File: config.mk
export PLATFORM = sky130hd
export DESIGN_NAME = ntt_bfly_front
export DESIGN_NICKNAME = d
export VERILOG_FILES = /design/src/design/ntt_bfly_pkg.sv /design/src/design/ntt_bfly_front.sv
export SDC_FILE = /design/constraint.sdc
export NUM_CORES = 1
export LEC_CHECK = 0
export BUFFER_PORTS_ARGS = -buffer_cell sky130_fd_sc_hd__buf_4
export CAP_MARGIN = 20
export CORE_UTILIZATION = 25
export CTS_CLUSTER_SIZE = 12
export DETAILED_ROUTE_END_ITERATION = 12
export HOLD_SLACK_MARGIN = 0.02
export PLACE_DENSITY = 0.53
export SLEW_MARGIN = 30
export SYNTH_ARGS = -nofsm -noshare
export SYNTH_HDL_FRONTEND = slang
export SYNTH_SLANG_ARGS = --single-unit
File: constraint.sdc
create_clock -name clk -period 2.4 [get_ports clk]
set_input_delay 0.48 -clock clk [delete_from_list [all_inputs] [get_ports clk]]
set_output_delay 0.48 -clock clk [all_outputs]
set_load 0.02 [all_outputs]
File: src/design/ntt_bfly_pkg.sv
// Shared types and constants of the Stockham NTT butterfly core.
// Used by the queue front, the butterfly back end, the top level and the checker.
package ntt_bfly_pkg;

    localparam int VALUE_BITS        = 12;
    localparam int ADDR_BITS         = 12;
    localparam int SPAN_BITS         = 12;
    localparam int PAIR_BITS         = 11;
    localparam int FACTOR_BITS       = 52;
    localparam int BARRETT_SHIFT     = 52;
    localparam int BARRETT_HALF      = BARRETT_SHIFT / 2;
    localparam int CFG_INDEX_BITS    = 3;
    localparam int DEF_POINTS        = 4096;
    localparam int DEF_TWIDDLE_DEPTH = 4096;
    localparam int QUEUE_DEPTH       = 4;
    localparam int QPTR_BITS         = $clog2(QUEUE_DEPTH);

    localparam logic ACT_LOAD = 1'b0;
    localparam logic ACT_BFLY = 1'b1;

    localparam logic [SPAN_BITS-1:0]   RST_HALF_SPAN = 12'd1;
    localparam logic [SPAN_BITS-1:0]   RST_STRIDE    = 12'd1;
    localparam logic [SPAN_BITS-1:0]   RST_SCALE     = 12'd1;
    localparam logic [VALUE_BITS-1:0]  RST_MODULUS   = 12'd3329;
    localparam logic [FACTOR_BITS-1:0] RST_FACTOR    = 52'd1352829926;

    typedef enum logic [CFG_INDEX_BITS-1:0] {
        REG_HALF_SPAN = 3'd0,
        REG_STRIDE    = 3'd1,
        REG_SCALE     = 3'd2,
        REG_MODULUS   = 3'd3,
        REG_FACTOR    = 3'd4
    } reg_index_t;

    typedef struct packed {
        logic [SPAN_BITS-1:0]   half_span;
        logic [SPAN_BITS-1:0]   stride;
        logic [SPAN_BITS-1:0]   scale;
        logic [VALUE_BITS-1:0]  modulus;
        logic [FACTOR_BITS-1:0] factor;
    } cfg_t;

    typedef struct packed {
        logic                  store;
        logic                  action;
        logic [ADDR_BITS-1:0]  tw_index;
        logic [VALUE_BITS-1:0] tw_value;
        logic [PAIR_BITS-1:0]  pair;
        logic [VALUE_BITS-1:0] first;
        logic [VALUE_BITS-1:0] second;
        logic                  sel;
    } bfly_item_t;

endpackage

File: src/design/ntt_bfly_front.sv
// Front end: takes items, marks table loads that land in range, queues them.
// Depends on ntt_bfly_pkg.
module ntt_bfly_front
    import ntt_bfly_pkg::*;
#(
    parameter int TWIDDLE_DEPTH = DEF_TWIDDLE_DEPTH
) (
    input  logic                  clk,
    input  logic                  rst_n,
    input  logic                  start,
    input  logic                  action,
    input  logic [ADDR_BITS-1:0]  twiddle_index,
    input  logic [VALUE_BITS-1:0] twiddle_value,
    input  logic [PAIR_BITS-1:0]  pair_index,
    input  logic [VALUE_BITS-1:0] first_value,
    input  logic [VALUE_BITS-1:0] second_value,
    input  logic                  target_buffer,
    output logic                  busy,
    output logic                  q_valid,
    output bfly_item_t            q_item
);

    bfly_item_t           queue_reg [QUEUE_DEPTH];
    logic [QPTR_BITS-1:0] wr_ptr_reg;
    logic [QPTR_BITS-1:0] rd_ptr_reg;
    logic [QPTR_BITS:0]   count_reg;
    logic                 push;
    logic                 pop;
    bfly_item_t           item_new;

    assign busy    = (count_reg == (QPTR_BITS+1)'(QUEUE_DEPTH));
    assign push    = start && !busy;
    assign q_valid = (count_reg != '0);
    assign pop     = q_valid;
    assign q_item  = queue_reg[rd_ptr_reg];

    always_comb
    begin
        item_new.store    = (action == ACT_LOAD) && (int'(twiddle_index) < TWIDDLE_DEPTH);
        item_new.action   = action;
        item_new.tw_index = twiddle_index;
        item_new.tw_value = twiddle_value;
        item_new.pair     = pair_index;
        item_new.first    = first_value;
        item_new.second   = second_value;
        item_new.sel      = target_buffer;
    end

    always_ff @(posedge clk or negedge rst_n)
    begin
        if (!rst_n)
        begin
            wr_ptr_reg <= '0;
            rd_ptr_reg <= '0;
            count_reg  <= '0;
        end
        else
        begin
            if (push)
            begin
                wr_ptr_reg <= wr_ptr_reg + 1'b1;
            end
            if (pop)
            begin
                rd_ptr_reg <= rd_ptr_reg + 1'b1;
            end
            count_reg <= count_reg + (QPTR_BITS+1)'(push) - (QPTR_BITS+1)'(pop);
        end
    end

    always_ff @(posedge clk)
    begin
        if (push)
        begin
            queue_reg[wr_ptr_reg] <= item_new;
        end
    end

endmodule

After elaboration in Yosys (flattened, before gate mapping)

Memory sizes are Yosys's and may differ from the RTL's.
Index checks and enable logic that the tools add are counted.

Register bits: 7
Memory bits (writable): 248
Memories: 1

$add $sub $neg: 4
Equal/unequal tests: 1
Mux-type cells: 2
Bitwise logic cells: 1
Reductions and logical operators: 3

Memory list:

| name      | depth | bits a word | read ports | clocked after memory_dff | write ports | line                 | RTL |
|---|---|---|---|---|---|---|---|
| queue_reg | 4     | 62          | 1          | 0                        | 1           | ntt_bfly_front.sv:23 | `bfly_item_t queue_reg [QUEUE_DEPTH];` |

Operators by type and width:

| cell                                                          | count |
|---|---|
| 2-bit by 1-bit adder with 2-bit output, second input constant | 2 |
| 3-bit by 1-bit adder with 3-bit output                        | 1 |
| 3-bit == test, second input constant                          | 1 |
| 3-bit nonzero test                                            | 1 |
| 3-bit by 1-bit subtractor with 3-bit output                   | 1 |
| 1-bit two-way mux                                             | 2 |
| 1-bit logical AND                                             | 1 |
| 1-bit logical NOT                                             | 1 |
| 1-bit inverter                                                | 1 |

Depth between registers and ports, before layout

Word-level depth: 5
Depth in mapped cells: 9

Worst setup path after synthesis

OpenSTA, ideal clock, no wires.

Path kind: reg2reg
From: reg count_reg[2]
To: mem queue_reg[0][0] (netlist bit), enable pin
Arrival: 2.235 ns
Required time: 1.973 ns
Setup slack: -0.262 ns
Cell stages (with the launch flop): 3
Period minus slack after synthesis: 2.662 ns
Cell sequence: dfrtp_1 > nor3b_2 > and3b_1

Cells in the longest elaborated chain, start to end: 5

RTL lines:

| what                                    | line                 | RTL |
|---|---|---|
| start: declaration                      | ntt_bfly_front.sv:26 | `logic [QPTR_BITS:0] count_reg;` |
| start signal: assignment                | ntt_bfly_front.sv:67 | `count_reg <= count_reg + (QPTR_BITS+1)'(push) - (QPTR_BITS+1)'(pop);` |
| 3-bit == test                           | ntt_bfly_front.sv:31 | `assign busy = (count_reg == (QPTR_BITS+1)'(QUEUE_DEPTH));` |
| net busy                                | ntt_bfly_front.sv:18 | `output logic busy,` |
| 1-bit logical NOT                       | ntt_bfly_front.sv:32 | `assign push = start && !busy;` |
| 1-bit logical AND                       | ntt_bfly_front.sv:32 |  |
| 1-bit two-way mux                       | ntt_bfly_front.sv:73 | `if (push)` |
| 1-bit two-way mux (implied by the code) | ntt_bfly_front.sv:75 | `queue_reg[wr_ptr_reg] <= item_new;` |
| end: declaration                        | ntt_bfly_front.sv:23 |  |

The timed path passes the listed nets, and every way through them passes these cells.

==> results.md <==
- Clock transition at path regs: approximately 0.060 ns
- Cells after Synth: 364
- Layout area overhead: 30.8%
- Slew HR: 0.683
- Max reg flops: 248
- Layout Utilization: 0.335
- Syn avg cell area: around 26 sq um
- Num rows: 70
- Main flop type after synthesis: edfxtp_1
- Ant diodes: 0
- Vias in the first global route: 4,787
- Cell taking the most area after synthesis: edfxtp_1
- Worst Hold End: queue_reg[2][56]$_DFFE_PP_
- Layout Cells excl Fill: 1,050
- Worst-margin pin slew: 0.476 ns
- Avg Vias per Cell: slightly above 4
- IO buf count: roughly 130
- Dpl cells: around 990
- Tot Pwr: ~16 mW
- Crit start category: register
- Worst Path Buf+Inv: 3
- Total number of yosys warnings: 0
- Reg2reg start: count_reg[1]$_DFF_PN0_
- Die Wd: 197 microns
- I/O pin count: 128
- Crit end category: output port
- Lkg Pwr: around 4.2 nW
- Clk_skew: just over 0.007 ns
- Largest net degree at the start of global routing: 64
- Worst path max stage delay: just over 0.5 ns
- Cell area after synthesis: between 9000 and 10,000 sq um
- Global-route wire length before repair: 29.4 mm
- Initial antenna violation count: 0
- Total track usage: 0.102
- CTS Buffer Depth: 3
- Clk sinks: about 260
- Vias post-DR: about 4,300
- DP HPWL: 10.4 mm
- R2r setup slk: around 0.16 ns
- Placer Congestion: about 0.69
- Crit path max fanout: 5
- Final Net Count: roughly 600
- Netlist cell types: 20
- CTS H-tree lvls: 1
- Hold Startpoint: twiddle_index[8]
- Area share of the largest cell type after synthesis: 0.786
- Initial Util: 0.256
- Die area: a little under 40,000 sq um
- Drt drc: 0
- CP top delay family: multiplexers
- Synthesized net count: 435
- Num CTS Buffers: 28
- Final setup fails: between 60 and 70
- WP data arrival: between 2 and 2.5 ns
- Post-synth EDFFs: 248
- Post-synth ARST share: 0.0275
- Worst r2r dst: count_reg[2]$_DFF_PN0_
- 1st-pass router iterations: 5
- WL per Instance: 18.6 microns
- Slack of the critical path: -0.105 ns
- Placement Setup Slack: 0.0269 ns
- Number of max-cap violations: 0
- Commonest cells in the netlist: edfxtp_1 (248), mux4_2 (58), buf_2 (7), dfrtp_1 (7)
- Worst reg2reg path depth: 8
- Root Buffer: clkbuf_16
- Fin Hold WS: between 0.1 and 0.15 ns
- RSZ-0062 raised after global routing: true
- Die Y: about 200 microns
- Clock latency on the worst-skew pair: between 0.5 and 0.6 ns
- CP Cell Sequence: buf_12 -> clkbuf_16 -> mux4_2 -> buf_6
- Fraction of layout cells with a size suffix above 1: 0.467
- CP max stage cell: mux4_2
- Pwr dens: between 1000 and 1500 nW/um^2
- Final Cycle Share: 1.04
- Status: complete, but fails checks
- Hold WC Path Type: in2reg
- Final-report max-slew violation count: 0
- Total core area: 37,000 sq um
- Worst Path Required: 1.92 ns
- CTS tree: yes
- Max VDD drop: between 0.0006 and 0.0007 V
- Crit Path Class: reg2out
- Final hold vios: 0
- Hold path cells: 1
- Antenna Nets Post-Route: 0
- Tmin final: between 2 and 3 ns
- Failing checks: setup timing
- Initial DRC count: roughly 170
- Synth area leaders: edfxtp_1 (79%), mux4_2 (14%), dfrtp_1 (1.8%), buf_12 (1.3%), mux4_1 (1.1%)
- Fill cell count: about 3,500
- Fmax: 0.399 GHz
- Flops & latches, synth: ~260
- Total grt overflow: 0
- Register area share after synthesis: 0.804
- Post-Route WL: 19.6 mm
- Count leader, synth: edfxtp_1
## repair_timing
action                                 CTS  global route
pin swaps                                0             1
gates resized for setup                 81             6
endpoints found under the hold margin    7             0
buffers inserted                         8             2
setup endpoints to repair               62            63
gates cloned                             4             2
hold buffers                             1             0
## report_power, final
group | leakage [nW] | internal, mW | switching [mW] | total, mW
combinational | 1.42 | 3.26 | 3.13 | 6.39
clock | 0.397 | 2.17 | 1.62 | 3.79
sequential | 2.35 | 5.89 | 0.259 | 6.15
total | 4.17 | 11.3 | 5.01 | 16.3
## cell usage in the layout, fill, tap and decap left out, types with 3 or more instances in the layout
cell       instances
clkinv_1           6
xnor2_1            3
buf_4             68
inv_1              6
dfrtp_1            4
ha_1               6
buf_12            11
buf_6             62
clkbuf_16         31
edfxtp_1         248
clkbuf_1           4
nand2b_1           4
mux4_2            62
clkinv_2           5
and3b_4            4
buf_16             4
## per-stage QoR
| step | TNS (ns) | area (sq um) |
|---|---|---|
| floorplan | 0 | 9490 |
| global placement | 0 | 11100 |
| detailed placement | 0 | 11100 |
| CTS | -8.74 | 12400 |
| global route | -8.99 | 12400 |
| finish | -4.07 | 12400 |
## cells by family after synthesis
group / share of synthesized area
DFF: 0.804
muxes: 0.149
buffers and inverters: 0.0199
and+or+nand+nor: 0.0111
adders and majority gates: 0.0100
xor gates and xnor gates: 0.00370
AOI/OAI and AO/OA: 0.00238
## layer usage
metal  global-route usage  up-vias  share of wire
li1                     -     1891              -
met1                0.128     2259           0.43
met2                0.169      112           0.49
met3               0.0329       36          0.055
met4               0.0296        0          0.026
met5                    0        -              0
## cell type report
type	count	area [sq um]	area share
Clock buffer	33	741	0.0598
Clock inverter	13	66.3	0.00535
Inverter	6	22.5	0.00182
Multi-Input combinational cell	89	1680	0.135
Sequential cell	255	7630	0.616
Tap cell	504	631	0.0509
Timing Repair Buffer	150	1630	0.131
## how the worst max path moves through the flow
stage | from | endpoint | depth (start not counted)
final | rd_ptr_reg[0]$_DFFE_PN0N_ | q_item[9] | 4
after global routing | rd_ptr_reg[0]$_DFFE_PN0N_ | q_item[42] | 4
after CTS | rd_ptr_reg[0]$_DFFE_PN0N_ | q_item[49] | 5
after detailed placement | count_reg[1]$_DFF_PN0_ | count_reg[2]$_DFF_PN0_ | 9
after global placement | count_reg[1]$_DFF_PN0_ | count_reg[2]$_DFF_PN0_ | 9
after floorplan | count_reg[1]$_DFF_PN0_ | count_reg[2]$_DFF_PN0_ | 9
No activity file was read; power rests on OpenSTA's default activity.
